`config.mk`:
```
export PLATFORM = sky130hd
export DESIGN_NAME = one_wire_bus_master_top_flat
export DESIGN_NICKNAME = d
export VERILOG_FILES = /design/src/hw/rtl/owbm_pkg.sv /design/src/hw/rtl/owbm_ifs.sv /design/src/hw/rtl/owbm_front.sv /design/src/hw/rtl/owbm_queue.sv /design/src/hw/rtl/owbm_engine.sv /design/src/hw/rtl/one_wire_bus_master_top.sv /design/src/flat_wrapper.sv
export VERILOG_INCLUDE_DIRS = /design/src /design/src/hw/rtl
export SDC_FILE = /design/constraint.sdc
export NUM_CORES = 1
export LEC_CHECK = 0
export ABC_AREA = 1
export BUFFER_PORTS_ARGS = -buffer_cell sky130_fd_sc_hd__buf_2
export CORE_ASPECT_RATIO = 1.75
export CORE_UTILIZATION = 40
export DETAILED_ROUTE_END_ITERATION = 8
export GPL_TIMING_DRIVEN = 0
export SLEW_MARGIN = 15
export SYNTH_ARGS = -nofsm -noshare
export SYNTH_HDL_FRONTEND = slang
export SYNTH_HIERARCHICAL = 1
export SYNTH_SLANG_ARGS = --single-unit
```
`constraint.sdc`:
```
create_clock -name i_clk -period 3.9 [get_ports i_clk]
set_input_delay 0.585 -clock i_clk [delete_from_list [all_inputs] [get_ports i_clk]]
set_output_delay 0.585 -clock i_clk [all_outputs]
set_load 0.05 [all_outputs]
```
`src/hw/rtl/one_wire_bus_master_top_defines.svh`:
```
// Assertion helpers for the one-wire bus master.
`ifndef ONE_WIRE_BUS_MASTER_TOP_DEFINES_SVH
`define ONE_WIRE_BUS_MASTER_TOP_DEFINES_SVH

`ifndef SYNTHESIS
// Immediate-cycle implication, disabled while reset is held.
`define OWBM_ASSERT(lbl, clk, rst_n, prop) \
    lbl: assert property (@(posedge clk) disable iff (!rst_n) (prop)) \
        else $error("owbm assertion failed");
// Condition in this cycle implies the expectation in the next one.
`define OWBM_ASSERT_NEXT(lbl, clk, rst_n, cond, expct) \
    lbl: assert property (@(posedge clk) disable iff (!rst_n) (cond) |=> (expct)) \
        else $error("owbm next-cycle assertion failed");
`else
`define OWBM_ASSERT(lbl, clk, rst_n, prop)
`define OWBM_ASSERT_NEXT(lbl, clk, rst_n, cond, expct)
`endif

`endif

```
`src/hw/rtl/owbm_pkg.sv`:
```
package owbm_pkg;

    localparam int CFG_W     = 16;
    localparam int CNT_W     = 16;
    localparam int CFG_IDX_W = 3;
    localparam int Q_DEPTH   = 2;
    localparam int Q_PTR_W   = (Q_DEPTH > 1) ? $clog2(Q_DEPTH) : 1;
    localparam int Q_CNT_W   = $clog2(Q_DEPTH + 1);

    localparam logic [CFG_W-1:0] RESET_LOW_DEF     = 16'd550;
    localparam logic [CFG_W-1:0] RELEASE_WAIT_DEF  = 16'd40;
    localparam logic [CFG_W-1:0] PRESENCE_HOLD_DEF = 16'd240;
    localparam logic [CFG_W-1:0] WRITE_SLOT_DEF    = 16'd40;
    localparam logic [CFG_W-1:0] READ_SLOT_DEF     = 16'd70;

    typedef enum logic [1:0] {
        OP_TICK  = 2'd0,
        OP_RESET = 2'd1,
        OP_WRITE = 2'd2,
        OP_READ  = 2'd3
    } t_op;

    typedef enum logic [CFG_IDX_W-1:0] {
        CFG_RESET_LOW     = 3'd0,
        CFG_RELEASE_WAIT  = 3'd1,
        CFG_PRESENCE_HOLD = 3'd2,
        CFG_WRITE_SLOT    = 3'd3,
        CFG_READ_SLOT     = 3'd4
    } t_cfg_idx;

    typedef enum logic [11:0] {
        PH_IDLE      = 12'b0000_0000_0001,
        PH_RST_LOW   = 12'b0000_0000_0010,
        PH_RST_REL   = 12'b0000_0000_0100,
        PH_RST_WAIT  = 12'b0000_0000_1000,
        PH_RST_HOLD  = 12'b0000_0001_0000,
        PH_WR_START  = 12'b0000_0010_0000,
        PH_WR_LEVEL  = 12'b0000_0100_0000,
        PH_WR_REC    = 12'b0000_1000_0000,
        PH_RD_START  = 12'b0001_0000_0000,
        PH_RD_REL    = 12'b0010_0000_0000,
        PH_RD_SAMPLE = 12'b0100_0000_0000,
        PH_RD_SLOT   = 12'b1000_0000_0000
    } t_phase;

    typedef struct packed {
        logic [CFG_W-1:0] reset_low_ticks;
        logic [CFG_W-1:0] release_wait_ticks;
        logic [CFG_W-1:0] presence_hold_ticks;
        logic [CFG_W-1:0] write_slot_ticks;
        logic [CFG_W-1:0] read_slot_ticks;
    } t_cfg;

    typedef struct packed {
        t_op        op;
        logic       is_cmd;
        logic [7:0] data_byte;
        logic       line_level;
    } t_item;

    typedef struct packed {
        logic  valid;
        t_item item;
    } t_qlink;

    typedef struct packed {
        logic       drive_low;
        logic       busy_res;
        logic       done_res;
        logic [7:0] read_value;
        logic       refused;
    } t_res;

    // Last tick of a timed phase: zero length counts as one tick, long
    // lengths clamp to the counter range.
    function automatic logic at_limit(logic [CNT_W-1:0] cnt, logic [CFG_W-1:0] len);
        logic [CFG_W-1:0]       lim;
        logic [CNT_W+CFG_W-1:0] lim_w;
        logic [CNT_W+CFG_W-1:0] cnt_w;
        logic [CNT_W+CFG_W-1:0] mask_w;
        lim    = (len == '0) ? '0 : len - 1'b1;
        lim_w  = {{CNT_W{1'b0}}, lim};
        cnt_w  = {{CFG_W{1'b0}}, cnt};
        mask_w = {{CFG_W{1'b0}}, {CNT_W{1'b1}}};
        if (lim_w > mask_w) begin
            lim_w = mask_w;
        end
        return cnt_w >= lim_w;
    endfunction

endpackage

```
`src/hw/rtl/owbm_ifs.sv`:
```
interface owbm_cmd_if;
    logic       valid;
    logic       ready;
    logic [1:0] op;
    logic [7:0] data_byte;
    logic       line_level;
    modport source (output valid, op, data_byte, line_level, input ready);
    modport sink   (input valid, op, data_byte, line_level, output ready);
endinterface

interface owbm_res_if;
    logic       valid;
    logic       ready;
    logic       drive_low;
    logic       busy_res;
    logic       done_res;
    logic [7:0] read_value;
    logic       refused;
    modport source (output valid, drive_low, busy_res, done_res, read_value, refused,
                    input ready);
    modport sink   (input valid, drive_low, busy_res, done_res, read_value, refused,
                    output ready);
endinterface

interface owbm_cfg_if;
    logic                            valid;
    logic                            ready;
    logic [owbm_pkg::CFG_IDX_W-1:0]  index;
    logic [owbm_pkg::CFG_W-1:0]      data;
    modport source (output valid, index, data, input ready);
    modport sink   (input valid, index, data, output ready);
endinterface

```
`src/hw/rtl/owbm_front.sv`:
```
module owbm_front (
    input  logic              i_clk,
    input  logic              i_rst_n,
    owbm_cmd_if.sink          i_cmd,
    output owbm_pkg::t_qlink  o_q,
    input  logic              i_q_ready
);

    logic            r_valid;
    owbm_pkg::t_item r_item;
    owbm_pkg::t_item w_class;
    logic            w_accept;

    assign i_cmd.ready = !r_valid || i_q_ready;
    assign w_accept    = i_cmd.valid && i_cmd.ready;

    always_comb begin
        w_class.op         = owbm_pkg::t_op'(i_cmd.op);
        w_class.is_cmd     = (owbm_pkg::t_op'(i_cmd.op) != owbm_pkg::OP_TICK);
        w_class.data_byte  = i_cmd.data_byte;
        w_class.line_level = i_cmd.line_level;
    end

    always_ff @(posedge i_clk) begin
        if (!i_rst_n) begin
            r_valid <= 1'b0;
        end else if (w_accept) begin
            r_valid <= 1'b1;
        end else if (i_q_ready) begin
            r_valid <= 1'b0;
        end
    end

    always_ff @(posedge i_clk) begin
        if (w_accept) begin
            r_item <= w_class;
        end
    end

    assign o_q.valid = r_valid;
    assign o_q.item  = r_item;

endmodule

```
`src/hw/rtl/owbm_queue.sv`:
```
`include "one_wire_bus_master_top_defines.svh"

module owbm_queue (
    input  logic              i_clk,
    input  logic              i_rst_n,
    input  owbm_pkg::t_qlink  i_q,
    output logic              o_q_ready,
    output owbm_pkg::t_qlink  o_q,
    input  logic              i_pop_ready
);

    owbm_pkg::t_item                r_mem [owbm_pkg::Q_DEPTH];
    logic [owbm_pkg::Q_PTR_W-1:0]   r_wr;
    logic [owbm_pkg::Q_PTR_W-1:0]   r_rd;
    logic [owbm_pkg::Q_CNT_W-1:0]   r_count;
    logic                           w_push;
    logic                           w_pop;

    assign o_q_ready = (r_count != owbm_pkg::Q_CNT_W'(owbm_pkg::Q_DEPTH));
    assign o_q.valid = (r_count != '0);
    assign o_q.item  = r_mem[r_rd];
    assign w_push    = i_q.valid && o_q_ready;
    assign w_pop     = o_q.valid && i_pop_ready;

    always_ff @(posedge i_clk) begin
        if (!i_rst_n) begin
            r_wr    <= '0;
            r_rd    <= '0;
            r_count <= '0;
        end else begin
            if (w_push) begin
                r_wr <= (r_wr == owbm_pkg::Q_PTR_W'(owbm_pkg::Q_DEPTH - 1)) ? '0 : r_wr + 1'b1;
            end
            if (w_pop) begin
                r_rd <= (r_rd == owbm_pkg::Q_PTR_W'(owbm_pkg::Q_DEPTH - 1)) ? '0 : r_rd + 1'b1;
            end
            if (w_push && !w_pop) begin
                r_count <= r_count + 1'b1;
            end else if (w_pop && !w_push) begin
                r_count <= r_count - 1'b1;
            end
        end
    end

    always_ff @(posedge i_clk) begin
        if (w_push) begin
            r_mem[r_wr] <= i_q.item;
        end
    end

    `OWBM_ASSERT(a_count_bound, i_clk, i_rst_n, r_count <= owbm_pkg::Q_CNT_W'(owbm_pkg::Q_DEPTH))
    `OWBM_ASSERT(a_no_push_full, i_clk, i_rst_n, !o_q_ready |-> !w_push)
    `OWBM_ASSERT_NEXT(a_pop_drains, i_clk, i_rst_n, w_pop && !w_push, r_count == $past(r_count) - 1'b1)

endmodule

```
`src/hw/rtl/owbm_engine.sv`:
```
`include "one_wire_bus_master_top_defines.svh"

module owbm_engine (
    input  logic              i_clk,
    input  logic              i_rst_n,
    input  owbm_pkg::t_cfg    i_cfg,
    input  owbm_pkg::t_qlink  i_q,
    output logic              o_pop_ready,
    owbm_res_if.source        o_res
);

    owbm_pkg::t_phase             r_phase, n_phase, w_phase;
    logic [2:0]                   r_bit, n_bit, w_bit;
    logic [owbm_pkg::CNT_W-1:0]   r_cnt, n_cnt, w_cnt;
    logic [7:0]                   r_shift, n_shift, w_shift;
    logic [7:0]                   r_last, n_last;
    logic                         r_out_valid;
    owbm_pkg::t_res               r_out, n_res;
    logic                         w_pop;
    logic                         w_drive, w_done, w_refused;
    owbm_pkg::t_item              w_item;

    assign w_item      = i_q.item;
    assign o_pop_ready = !r_out_valid || o_res.ready;
    assign w_pop       = i_q.valid && o_pop_ready;

    always_comb begin
        w_phase   = r_phase;
        w_bit     = r_bit;
        w_cnt     = r_cnt;
        w_shift   = r_shift;
        w_refused = 1'b0;
        // command start: the same item is the command's first tick
        if (w_item.is_cmd) begin
            if (r_phase == owbm_pkg::PH_IDLE) begin
                w_bit = '0;
                w_cnt = '0;
                unique case (w_item.op)
                    owbm_pkg::OP_RESET: begin
                        w_phase = owbm_pkg::PH_RST_LOW;
                    end
                    owbm_pkg::OP_WRITE: begin
                        w_shift = w_item.data_byte;
                        w_phase = owbm_pkg::PH_WR_START;
                    end
                    default: begin
                        w_shift = '0;
                        w_phase = owbm_pkg::PH_RD_START;
                    end
                endcase
            end else begin
                w_refused = 1'b1;
            end
        end
    end

    always_comb begin
        n_phase = w_phase;
        n_bit   = w_bit;
        n_cnt   = w_cnt;
        n_shift = w_shift;
        n_last  = r_last;
        w_drive = 1'b0;
        w_done  = 1'b0;
        unique case (w_phase)
            owbm_pkg::PH_IDLE: begin
            end
            owbm_pkg::PH_RST_LOW: begin
                w_drive = 1'b1;
                if (owbm_pkg::at_limit(w_cnt, i_cfg.reset_low_ticks)) begin
                    n_cnt   = '0;
                    n_phase = owbm_pkg::PH_RST_REL;
                end else begin
                    n_cnt = w_cnt + 1'b1;
                end
            end
            owbm_pkg::PH_RST_REL: begin
                if (owbm_pkg::at_limit(w_cnt, i_cfg.release_wait_ticks)) begin
                    n_cnt   = '0;
                    n_phase = owbm_pkg::PH_RST_WAIT;
                end else begin
                    n_cnt = w_cnt + 1'b1;
                end
            end
            owbm_pkg::PH_RST_WAIT: begin
                if (!w_item.line_level) begin
                    n_cnt   = '0;
                    n_phase = owbm_pkg::PH_RST_HOLD;
                end
            end
            owbm_pkg::PH_RST_HOLD: begin
                if (owbm_pkg::at_limit(w_cnt, i_cfg.presence_hold_ticks)) begin
                    n_cnt   = '0;
                    n_phase = owbm_pkg::PH_IDLE;
                    w_done  = 1'b1;
                end else begin
                    n_cnt = w_cnt + 1'b1;
                end
            end
            owbm_pkg::PH_WR_START: begin
                w_drive = 1'b1;
                n_cnt   = '0;
                n_phase = owbm_pkg::PH_WR_LEVEL;
            end
            owbm_pkg::PH_WR_LEVEL: begin
                w_drive = !w_shift[w_bit];
                if (owbm_pkg::at_limit(w_cnt, i_cfg.write_slot_ticks)) begin
                    n_cnt   = '0;
                    n_phase = owbm_pkg::PH_WR_REC;
                end else begin
                    n_cnt = w_cnt + 1'b1;
                end
            end
            owbm_pkg::PH_WR_REC: begin
                if (w_bit == 3'd7) begin
                    n_cnt   = '0;
                    n_phase = owbm_pkg::PH_IDLE;
                    w_done  = 1'b1;
                end else begin
                    n_bit   = w_bit + 1'b1;
                    n_phase = owbm_pkg::PH_WR_START;
                end
            end
            owbm_pkg::PH_RD_START: begin
                w_drive = 1'b1;
                n_phase = owbm_pkg::PH_RD_REL;
            end
            owbm_pkg::PH_RD_REL: begin
                n_phase = owbm_pkg::PH_RD_SAMPLE;
            end
            owbm_pkg::PH_RD_SAMPLE: begin
                if (w_item.line_level) begin
                    n_shift[w_bit] = 1'b1;
                end
                n_cnt   = '0;
                n_phase = owbm_pkg::PH_RD_SLOT;
            end
            owbm_pkg::PH_RD_SLOT: begin
                if (owbm_pkg::at_limit(w_cnt, i_cfg.read_slot_ticks)) begin
                    n_cnt = '0;
                    if (w_bit == 3'd7) begin
                        n_last  = w_shift;
                        n_phase = owbm_pkg::PH_IDLE;
                        w_done  = 1'b1;
                    end else begin
                        n_bit   = w_bit + 1'b1;
                        n_phase = owbm_pkg::PH_RD_START;
                    end
                end else begin
                    n_cnt = w_cnt + 1'b1;
                end
            end
            default: begin
                // stray phase code: back to idle, line released
                n_cnt   = '0;
                n_phase = owbm_pkg::PH_IDLE;
            end
        endcase
    end

    always_comb begin
        n_res.drive_low  = w_drive;
        n_res.busy_res   = (n_phase != owbm_pkg::PH_IDLE);
        n_res.done_res   = w_done;
        n_res.read_value = n_last;
        n_res.refused    = w_refused;
    end

    always_ff @(posedge i_clk) begin
        if (!i_rst_n) begin
            r_phase     <= owbm_pkg::PH_IDLE;
            r_bit       <= '0;
            r_cnt       <= '0;
            r_shift     <= '0;
            r_last      <= '0;
            r_out_valid <= 1'b0;
        end else begin
            if (w_pop) begin
                r_phase <= n_phase;
                r_bit   <= n_bit;
                r_cnt   <= n_cnt;
                r_shift <= n_shift;
                r_last  <= n_last;
            end
            if (w_pop) begin
                r_out_valid <= 1'b1;
            end else if (o_res.ready) begin
                r_out_valid <= 1'b0;
            end
        end
    end

    always_ff @(posedge i_clk) begin
        if (w_pop) begin
            r_out <= n_res;
        end
    end

    assign o_res.valid      = r_out_valid;
    assign o_res.drive_low  = r_out.drive_low;
    assign o_res.busy_res   = r_out.busy_res;
    assign o_res.done_res   = r_out.done_res;
    assign o_res.read_value = r_out.read_value;
    assign o_res.refused    = r_out.refused;

    `OWBM_ASSERT_NEXT(a_refuse_busy, i_clk, i_rst_n, w_pop && w_item.is_cmd && (r_phase != owbm_pkg::PH_IDLE), r_out.refused)
    `OWBM_ASSERT(a_done_idle, i_clk, i_rst_n, (r_out_valid && r_out.done_res) |-> (r_phase == owbm_pkg::PH_IDLE))
    `OWBM_ASSERT(a_busy_matches, i_clk, i_rst_n, r_out_valid |-> (r_out.busy_res == (r_phase != owbm_pkg::PH_IDLE)))

endmodule

```
`src/hw/rtl/one_wire_bus_master_top.sv`:
```
// Throughput: one item per cycle while the receiver is ready; every item yields
// one result beat. An accepted item passes the front register, then the queue,
// then the sequencer's output register, before its result is presented.
// The queue holds two items, so front and sequencer stall independently.
// Reset (i_rst_n low at a clock edge): sequencer idle, counters and read byte
// cleared, queue empty, tick-length registers back to their defaults.
module one_wire_bus_master_top (
    input  logic        i_clk,
    input  logic        i_rst_n,
    owbm_cmd_if.sink    i_cmd,
    owbm_cfg_if.sink    i_cfg,
    owbm_res_if.source  o_res
);

    owbm_pkg::t_cfg   r_cfg;
    owbm_pkg::t_qlink w_front_q;
    owbm_pkg::t_qlink w_back_q;
    logic             w_q_ready;
    logic             w_pop_ready;

    // Configuration writes are always taken; indexes beyond the list are dropped.
    assign i_cfg.ready = 1'b1;

    always_ff @(posedge i_clk) begin
        if (!i_rst_n) begin
            r_cfg.reset_low_ticks     <= owbm_pkg::RESET_LOW_DEF;
            r_cfg.release_wait_ticks  <= owbm_pkg::RELEASE_WAIT_DEF;
            r_cfg.presence_hold_ticks <= owbm_pkg::PRESENCE_HOLD_DEF;
            r_cfg.write_slot_ticks    <= owbm_pkg::WRITE_SLOT_DEF;
            r_cfg.read_slot_ticks     <= owbm_pkg::READ_SLOT_DEF;
        end else if (i_cfg.valid) begin
            unique case (i_cfg.index)
                owbm_pkg::CFG_RESET_LOW:     r_cfg.reset_low_ticks     <= i_cfg.data;
                owbm_pkg::CFG_RELEASE_WAIT:  r_cfg.release_wait_ticks  <= i_cfg.data;
                owbm_pkg::CFG_PRESENCE_HOLD: r_cfg.presence_hold_ticks <= i_cfg.data;
                owbm_pkg::CFG_WRITE_SLOT:    r_cfg.write_slot_ticks    <= i_cfg.data;
                owbm_pkg::CFG_READ_SLOT:     r_cfg.read_slot_ticks     <= i_cfg.data;
                default: begin
                end
            endcase
        end
    end

    // Front: registers each beat and tags it as tick or command.
    owbm_front u_front (
        .i_clk     (i_clk),
        .i_rst_n   (i_rst_n),
        .i_cmd     (i_cmd),
        .o_q       (w_front_q),
        .i_q_ready (w_q_ready)
    );

    // Two-entry queue between front and sequencer.
    owbm_queue u_queue (
        .i_clk       (i_clk),
        .i_rst_n     (i_rst_n),
        .i_q         (w_front_q),
        .o_q_ready   (w_q_ready),
        .o_q         (w_back_q),
        .i_pop_ready (w_pop_ready)
    );

    // Back: bus phase sequencer, one tick per popped beat, registered result.
    owbm_engine u_engine (
        .i_clk       (i_clk),
        .i_rst_n     (i_rst_n),
        .i_cfg       (r_cfg),
        .i_q         (w_back_q),
        .o_pop_ready (w_pop_ready),
        .o_res       (o_res)
    );

endmodule

```
`src/flat_wrapper.sv`:
```
// flat-port wrapper written by rule: the top's interface ports become plain ports
module one_wire_bus_master_top_flat 
  (i_clk, i_rst_n, i_cmd_valid, i_cmd_op, i_cmd_data_byte, i_cmd_line_level, i_cmd_ready, i_cfg_valid, i_cfg_index, i_cfg_data, i_cfg_ready, o_res_valid, o_res_drive_low, o_res_busy_res, o_res_done_res, o_res_read_value, o_res_refused, o_res_ready);
  owbm_cmd_if i_cmd_i ();
  owbm_cfg_if i_cfg_i ();
  owbm_res_if o_res_i ();
  input  logic i_clk;
  input  logic i_rst_n;
  input wire logic [$bits(i_cmd_i.valid)-1:0] i_cmd_valid;
  input wire logic [$bits(i_cmd_i.op)-1:0] i_cmd_op;
  input wire logic [$bits(i_cmd_i.data_byte)-1:0] i_cmd_data_byte;
  input wire logic [$bits(i_cmd_i.line_level)-1:0] i_cmd_line_level;
  output wire logic [$bits(i_cmd_i.ready)-1:0] i_cmd_ready;
  input wire logic [$bits(i_cfg_i.valid)-1:0] i_cfg_valid;
  input wire logic [$bits(i_cfg_i.index)-1:0] i_cfg_index;
  input wire logic [$bits(i_cfg_i.data)-1:0] i_cfg_data;
  output wire logic [$bits(i_cfg_i.ready)-1:0] i_cfg_ready;
  output wire logic [$bits(o_res_i.valid)-1:0] o_res_valid;
  output wire logic [$bits(o_res_i.drive_low)-1:0] o_res_drive_low;
  output wire logic [$bits(o_res_i.busy_res)-1:0] o_res_busy_res;
  output wire logic [$bits(o_res_i.done_res)-1:0] o_res_done_res;
  output wire logic [$bits(o_res_i.read_value)-1:0] o_res_read_value;
  output wire logic [$bits(o_res_i.refused)-1:0] o_res_refused;
  input wire logic [$bits(o_res_i.ready)-1:0] o_res_ready;
  assign i_cmd_i.valid = i_cmd_valid;
  assign i_cmd_i.op = i_cmd_op;
  assign i_cmd_i.data_byte = i_cmd_data_byte;
  assign i_cmd_i.line_level = i_cmd_line_level;
  assign i_cmd_ready = i_cmd_i.ready;
  assign i_cfg_i.valid = i_cfg_valid;
  assign i_cfg_i.index = i_cfg_index;
  assign i_cfg_i.data = i_cfg_data;
  assign i_cfg_ready = i_cfg_i.ready;
  assign o_res_valid = o_res_i.valid;
  assign o_res_drive_low = o_res_i.drive_low;
  assign o_res_busy_res = o_res_i.busy_res;
  assign o_res_done_res = o_res_i.done_res;
  assign o_res_read_value = o_res_i.read_value;
  assign o_res_refused = o_res_i.refused;
  assign o_res_i.ready = o_res_ready;
  one_wire_bus_master_top u_core (.i_clk(i_clk), .i_rst_n(i_rst_n), .i_cmd(i_cmd_i), .i_cfg(i_cfg_i), .o_res(o_res_i));
endmodule
```
==> results of run 1 <==
==> cell usage in the layout, fill, tap and decap left out, drive strengths merged <==
cell      instances
nor3             29
buf             118
clkbuf           40
ha               95
bufinv            1
o41ai             1
a22oi             3
conb              1
a32o              1
a22o              8
dfxtp           134
clkinvlp         15
inv             189
a21oi            90
nand4            36
o21bai           13
clkinv            8
a31oi            10
xnor2            15
nand3           183
o21a              6
nor2            329
mux2             12
o32ai             1
o211ai            5
and3              2
o21ai            91
edfxtp           48
nor4             17
nand3b            7
nand2           472
xor2             22
o31ai             1
a21boi            1
or2              20
==> layer usage <==
metal,global-route usage [%],vias to the layer above
li1,-,6494
met4,18.3,0
met5,0,-
met2,51.0,370
met3,3.40,125
met1,23.3,5890
==> report_power, final <==
part	internal, mW	switching (mW)	leakage [nW]
clock	0.915	0.842	0.289
combinational	0.952	2.32	5.28
sequential	2.28	0.185	1.55
total	4.14	3.35	7.12
==> sequential cells by signal, summed over array words and instances (netlist names), named ones only <==
register and count:
u_core/r_cfg 80, u_core/u_engine/o_res.busy_res 1, u_core/u_engine/o_res.done_res 1, u_core/u_engine/o_res.drive_low 1, u_core/u_engine/o_res.read_value 8, u_core/u_engine/o_res.refused 1, u_core/u_engine/o_res.valid 1, u_core/u_engine/r_bit 3
u_core/u_engine/r_cnt 16, u_core/u_engine/r_last 8, u_core/u_engine/r_phase 12, u_core/u_engine/r_shift 8, u_core/u_front/o_q 12, u_core/u_front/r_valid 1, u_core/u_queue/r_count 2, u_core/u_queue/r_mem 24
u_core/u_queue/r_rd 1, u_core/u_queue/r_wr 1
==> cell type report <==
| type | count | area share (%) |
|---|---|---|
| Buffer | 57 | 2.66 |
| Timing Repair Buffer | 82 | 4.17 |
| Multi-Input combinational cell | 1471 | 53.4 |
| Tap cell | 400 | 3.30 |
| Clock buffer | 19 | 2.85 |
| Inverter | 200 | 5.32 |
| Clock inverter | 13 | 1.09 |
| Sequential cell | 182 | 27.2 |
==> critical path, delay by kind of cell, from the launching register on <==
family | cells | cell delay, ns
buffers and inverters | 8 | 1.01
AND/OR/NAND/NOR | 13 | 1.60
adder cells (fa/ha/maj) | 1 | 0.28
AO/OA/AOI/OAI | 2 | 0.23
flip-flops | 1 | 0.38
==> through the flow <==
stage | hold WS, ns | setup TNS (ns)
after detailed placement | 0.441 | -47.13
final | 0.298 | 0
after floorplan | 0.421 | 0
after CTS | 0.271 | 0
after global placement | 0.423 | -47.59
after global routing | 0.275 | -0.0137
==> logic make-up (layout without fill, tap and decap cells) <==
kind of cell	count (synthesis)	count (layout)	share of synthesized area, %
compound gates	231	231	10.0
xor+xnor	37	37	2.48
fa+ha+maj	95	95	9.09
buf+inv	258	371	8.64
flops	182	182	31.5
mux	12	12	1.32
other cells	1	1	0.0287
simple gates	1095	1095	36.9
==> worst paths after layout <==
check | startpoint | end | slack, ns | cells after the start
worst max register to register | u_core/u_engine/r_phase[11]$_SDFFE_PN0P_ | u_core/u_engine/r_cnt[2]$_SDFFE_PN0P_ | 0.27 | 24
worst max-delay path | u_core/u_engine/r_phase[11]$_SDFFE_PN0P_ | u_core/u_engine/r_cnt[2]$_SDFFE_PN0P_ | 0.27 | 24
worst min register to register | u_core/u_front/o_q[5]$_DFFE_PP_ | u_core/u_queue/r_mem[1][5]$_DFFE_PP_ | 0.46 | 0
worst min-delay path | i_cmd_line_level | u_core/u_front/o_q[0]$_DFFE_PP_ | 0.30 | 1
==> what timing repair did <==
action                     in CTS  in global routing
pin swaps                       5                  5
cloned                          0                  0
resized for setup              41                 36
hold buffers                    0                  0
setup endpoints to repair      46                 40
setup buffers                  24                  9
==> impl_results.md, run 1 <==
* Outcome: complete, but fails checks
* Failing checks: design-rule violations
* Max clock buf depth at 2
* Grt total ovfl at 0
* Vias in the first global route at 12700
* Post-DP HPWL at 32000 um
* Crit path time final at 3.63 ns
* Die Width at 139 um
* Die H at 241 um
* Initial DRC Count at 715
* TritonCTS Buffers at 17
* Ant. Diodes at 0
* Clock skew at 0.0134 ns
* Hold Path Class: input pin to register
* H-tree levels at 4
* Final instance area at 15200 um2
* Synth Flop Type: dfxtp_1
* Yosys warning total at 6
* Cell Chain, Critical Path: nor2_4 > inv_2 > nor2_4 > nand3_4 > buf_8 > buf_6 > nand2_1 > clkinvlp_4 > buf_4 > ha_4 > nand2_1 > nor3_2 > nand3_1 > inv_1 > nand3_1 > nand3_2 > inv_1 > nand3_1 > nand2_1 > buf_6 > o21bai_1 > nand2_1 > nand2_1 > a21oi_1
* Setup ws final at 0.273 ns
* Yosys cell types at 52
* Total Wirelength at 41400 um
* Area of the multi-input gates at 8110 um2
* Peak VDD IR at 0.000336 V
* Share of the synthesized area in the top cell type at 20.5%
* Pin count of the biggest net entering global routing at 22
* Most frequent cell after synthesis: nand2_1
* Post-synthesis instance area at 13100 um2
* Ratio of cells with drive above 1 in the final layout at 14.7%
* Tcrit/Tclk final at 93.0%
* Slew @ Worst Pin at 1.05 ns
* Layout fillers at 3355
* Nets at 2141
* Drt pass-1 iters at 7
* Cell total after placement at 2359
* Lkg Pwr at 7.12 nW
* EDFF count, synth at 48
* Power per Cell Area at 493 nW/um2
* Core region area at 32200 um2
* Setup crit end kind: register
* DR vias at 12900
* Crit path arrival time at 3.94 ns
* Total Routing Usage GR at 25.4%
* Remaining antenna violation count at 0
* Die ar. at 33500 um2
* Area leader, netlist: dfxtp_1
* Final Max Tran Viols at 0
* WP data required at 4.21 ns
* Crit-path max FO at 10
* GPL Wtd Cong at 0.946
* DRC viols at 2
* Vias per cell at 5.31
* FF/Latch Area at 4130 um2
* Met3 WL at 1530 um
* Slew margin rel. at 30.0%
* Max Clk Rate at 0.276 GHz
* Wl on met1 at 14600 um
* Fraction of registers with async set/reset at 0%
* Synthesized area per cell at 6.85 um2
* Most frequent cell on the critical path: nand2_1
* Met2 WL at 22500 um
* Total chip power at 7.49 mW
* Root Driver: clkbuf_16
* Core Util, Final at 47.1%
* Initial Util at 40.6%
* Non-Filler Instances at 2424
* Slowest-stage cell, CP: dfxtp_1
* Max Cap Viol at 0
* First-pass GRT wire length at 65100 um
* CTS sink count at 182
* Register area share after synthesis at 31.5%
* Pre-CTS WS at -1.37 ns
* Row count at 87
* PortBufs at 48
* Worst-skew pair later-pin latency at 0.46 ns
* Syn nets at 2041
* Kind of critical path: register to register
* Routed WL per cell at 17.1 um
* TritonCTS clock tree: built
* CP Launch Type: register
* Post-synthesis register bit count at 182
* I/O pin total at 50
* Clock slew at the register clock pins of the worst setup and hold paths at 0.08 ns
* Syn-to-layout area delta at 16.1%
* Largest cells by area after synthesis: dfxtp_1 21%, nand2_1 13%, edfxtp_1 11%, ha_1 9.1%, nor2_1 8.8%
* Mapped Cells at 1911
* Initial antenna violation count at 0
* Delay of the slowest critical-path stage at 0.38 ns
* Fin. Hold Viols at 0
* Highest Signal Layer: met4
* Post-synth top cells: 455 x nand2_1, 308 x nor2_1, 189 x inv_1
* Dpl cell area at 13800 um2
* Count of final setup violators at 0
No activity file was read; power rests on OpenSTA's default activity.
==> inputs of run 2 (changes only) <==
ABC_AREA = not set   (was 1)
==> run 2 against run 1 <==
The run ends with negative setup slack left. Routed wire length is 15% lower. Highest routed layer unchanged. Largest power group unchanged. Sequential share of layout area is 1.7 points higher. Power shrank 11%. Synthesized area decreased by 8.9%.
==> impl_results.md, run 2 <==
* Largest registers: u_core/r_cfg: 80 flops, u_core/u_queue/r_mem: 24 flops, u_core/u_engine/r_cnt: 16 flops (unchanged)
* Syn-to-layout area delta at 20.2% (was 16.1%)
* First-pass GRT wire length at 53900 um (was 65100 um)
* Max clock buf depth at 2 (unchanged)
* TritonCTS Buffers at 17 (unchanged)
* Clock slew at the register clock pins of the worst setup and hold paths at 0.07 ns (was 0.08 ns)
* Slew @ Worst Pin at 0.763 ns (was 1.05 ns)
* Post-synthesis register bit count at 182 (unchanged)
* Largest cells by area after synthesis: dfxtp_1 23%, edfxtp_1 12%, ha_1 10%, nand2_1 7.7%, mux2i_1 7.6% (was dfxtp_1 21%, nand2_1 13%, edfxtp_1 11%, ha_1 9.1%, nor2_1 8.8%)
* Crit path arrival time at 4.34 ns (was 3.94 ns)
* Synth Flop Type: dfxtp_1 (unchanged)
* Clock power frac at 26.8% (was 23.5%)
* RR Startpoint: u_core/r_cfg[52]$_SDFFE_PN0P_ (was u_core/u_engine/r_phase[11]$_SDFFE_PN0P_)
* DR vias at 10200 (was 12900)
* Mapped Cells at 1329 (was 1911)
* Max Cap Viol at 0 (unchanged)
* Setup crit end kind: register (unchanged)
* Power per Cell Area at 466 nW/um2 (was 493 nW/um2)
* CTS sink count at 182 (unchanged)
* Clock skew at 0.0150 ns (was 0.0134 ns)
* Fraction of registers with async set/reset at 0% (unchanged)
* Post-synth top cells: 243 x nand2_1, 134 x dfxtp_1, 95 x ha_1 (was 455 x nand2_1, 308 x nor2_1, 189 x inv_1)
* Row count at 83 (was 87)
* Die Width at 132 um (was 139 um)
* Worst-skew pair later-pin latency at 0.46 ns (about the same)
* Yosys cell types at 91 (was 52)
* Setup ws final at -0.0409 ns (was 0.273 ns)
* Remaining antenna violation count at 0 (unchanged)
* Yosys warning total at 6 (unchanged)
* Vias in the first global route at 10100 (was 12700)
* Grt total ovfl at 0 (unchanged)
* Initial DRC Count at 473 (was 715)
* Die H at 230 um (was 241 um)
* Total chip power at 6.68 mW (was 7.49 mW)
* Pre-CTS WS at -1.27 ns (was -1.37 ns)
* Comb pwr share at 39.6% (was 43.7%)
* H-tree levels at 4 (unchanged)
* Crit path from: u_core/r_cfg[52]$_SDFFE_PN0P_ (was u_core/u_engine/r_phase[11]$_SDFFE_PN0P_)
* Outcome: complete, but fails checks (unchanged)
* Most frequent cells in the layout: 238 x nand2_1, 125 x dfxtp_1, 93 x ha_1, 90 x mux2i_1, 61 x buf_2 (was 448 x nand2_1, 301 x nor2_1, 175 x nand3_1, 174 x inv_1, 132 x dfxtp_1)
* Most frequent cell after synthesis: nand2_1 (unchanged)
* Cell total after placement at 1759 (was 2359)
* EDFF count, synth at 48 (unchanged)
* Reg2reg end: u_core/u_engine/r_cnt[6]$_SDFFE_PN0P_ (was u_core/u_engine/r_cnt[2]$_SDFFE_PN0P_)
* Register area share after synthesis at 34.6% (was 31.5%)
* Reg2Reg Depth at 19 (was 24)
* Kind of critical path: register to register (unchanged)
* Post-synthesis instance area at 11900 um2 (was 13100 um2)
* Syn nets at 1459 (was 2041)
* Max FFs per register at 80 (unchanged)
* Dpl cell area at 12600 um2 (was 13800 um2)
* Pin count of the biggest net entering global routing at 22 (unchanged)
* Routed WL per cell at 19.2 um (was 17.1 um)
* Non-Filler Instances at 1841 (was 2424)
* Biggest register: u_core/r_cfg (unchanged)
* Area leader, netlist: dfxtp_1 (unchanged)
* Final instance area at 14300 um2 (was 15200 um2)
* GPL Wtd Cong at 0.905 (was 0.946)
* Sequential Power Share at 33.6% (was 32.9%)
* Tcrit/Tclk final at 101% (was 93.0%)
* Failing checks: negative setup slack (was design-rule violations)
* Core region area at 29300 um2 (was 32200 um2)
* Hold Path Class: input pin to register (unchanged)
* Max Clk Rate at 0.254 GHz (was 0.276 GHz)
* Die ar. at 30500 um2 (was 33500 um2)
* Drt pass-1 iters at 5 (was 7)
* Switching share of power at 38.8% (was 44.7%)
* Initial antenna violation count at 0 (unchanged)
* Vias per cell at 5.53 (was 5.31)
* Final Max Tran Viols at 0 (unchanged)
* Lkg Pwr at 6.14 nW (was 7.12 nW)
* Pint at 4.09 mW (was 4.14 mW)
* RSZ-0062 raised after global routing: yes
* Share of the synthesized area in the top cell type at 22.5% (was 20.5%)
* Total Routing Usage GR at 23.3% (was 25.4%)
* Initial Util at 40.7% (was 40.6%)
* Post-DP HPWL at 26900 um (was 32000 um)
* WP data required at 4.30 ns (was 4.21 ns)
* Root Driver: clkbuf_16 (unchanged)
* Worst hold margin at 0.299 ns (was 0.298 ns)
* Core Util, Final at 48.9% (was 47.1%)
* Ratio of cells with drive above 1 in the final layout at 21.5% (was 14.7%)
* Flop-to-flop setup slack at -0.04 ns (was 0.27 ns)
* I/O pin total at 50 (unchanged)
* PortBufs at 48 (unchanged)
* Fin. Hold Viols at 0 (unchanged)
* CP Launch Type: register (unchanged)
* Synthesized area per cell at 8.97 um2 (was 6.85 um2)
* Ant. Diodes at 0 (unchanged)
* Crit-path max FO at 5 (was 10)
* Count of final setup violators at 8 (was 0)
* Nets at 1576 (was 2141)
* DRC viols at 0 (was 2)
* TritonCTS clock tree: built (unchanged)
* Net Switching at 2.59 mW (was 3.35 mW)
* Peak VDD IR at 0.000359 V (was 0.000336 V)
* Slew margin rel. at 49.2% (was 30.0%)
* Setup_tns at -0.156 ns (was 0 ns)
* Commonest non-fill, non-tap cell in the layout: nand2_1 (unchanged)
* Crit path time final at 3.94 ns (was 3.63 ns)
* Total Wirelength at 35300 um (was 41400 um)
* CP endpoint: u_core/u_engine/r_cnt[6]$_SDFFE_PN0P_ (was u_core/u_engine/r_cnt[2]$_SDFFE_PN0P_)
* CTS Hold Bufs at 0 (unchanged)
## run 2: cell types whose count changed in the layout (fill, tap and decap cells not counted), moves of 32 or more
cell     before  now
nor2_1      301   58
a21oi_1      85   44
nand3_1     175   25
inv_1       174   30
nor2b_1       0   32
nand2_1     448  238
mux2i_1       0   90
o21ai_0      71   37
## run 2: routing by layer
metal  vias up  global-route usage, %  wire [um]
met1      4776                   21.3      12400
met2       250                   44.9      19200
li1       5022                      -          -
met4         0                   19.6       2680
met5         -                      0          0
met3       126                   3.05       1030
## run 2: cell families (layout without fill, tap and decap cells)
group,count (synthesis),after routing,share of synthesized area [%]
simple gates,567,568,24.3
compound gates,222,222,13.0
flops,182,182,34.6
mux,110,110,9.45
fa+ha+maj,95,95,9.97
buf+inv,85,214,3.74
xor+xnor,67,67,4.92
other cells,1,1,0.0315
## run 2: worst max-delay path, cell delays in order, from the launching register on
cell and delay [ns]:
dfxtp_2 0.33, or3_4 0.38, or4_4 0.47, nor3_4 0.15
and3b_2 0.25, nand2_2 0.11, buf_6 0.16, nand2_1 0.06
ha_1 0.24, a21o_1 0.18, a21o_1 0.20, a221oi_2 0.26
o221a_4 0.25, buf_6 0.10, nand4_1 0.11, buf_6 0.17
nand3_4 0.11, buf_6 0.15, nand3b_1 0.08, a21oi_1 0.14
## run 2: repair_timing
| action | CTS | global route |
|---|---|---|
| gates resized for setup | 86 | 81 |
| setup endpoints to repair | 46 | 39 |
| setup buffers | 25 | 22 |
| cloned | 2 | 1 |
| pin swaps | 21 | 42 |
## run 2: cell type report
class	count	area, um2
inverters	32	128
repair buffers	97	673
flip-flops and latches	182	4140
multi-input cells	1063	7930
fillers	2827	15000
clock buffers	19	443
plain buffers	53	380
well taps	382	478
clock inverters	13	161
## run 2: how the worst min path moves through the flow
stage          cells past startpoint                              from                                     to  slack (ns)
4_1_cts                            1                i_cmd_data_byte[1]        u_core/u_front/o_q[2]$_DFFE_PP_        0.28
6_report                           1                i_cmd_data_byte[1]        u_core/u_front/o_q[2]$_DFFE_PP_        0.30
3_5_place_dp                       0  u_core/u_front/o_q[11]$_DFFE_PP_  u_core/u_queue/r_mem[0][11]$_DFFE_PP_        0.44
5_1_grt                            1                i_cmd_data_byte[4]        u_core/u_front/o_q[5]$_DFFE_PP_        0.29
2_1_floorplan                      0   u_core/u_front/o_q[0]$_DFFE_PP_   u_core/u_queue/r_mem[0][0]$_DFFE_PP_        0.42
3_3_place_gp                       0  u_core/u_front/o_q[11]$_DFFE_PP_  u_core/u_queue/r_mem[0][11]$_DFFE_PP_        0.42
## run 2: power groups by stage
stage	clock network, mW	logic, mW	registers [mW]
after floorplan	0	1.41	2.43
after global placement	0	2.23	2.27
after detailed placement	0	2.24	2.28
after CTS	1.84	2.46	2.24
after global routing	1.90	2.80	2.26
final	1.79	2.64	2.24
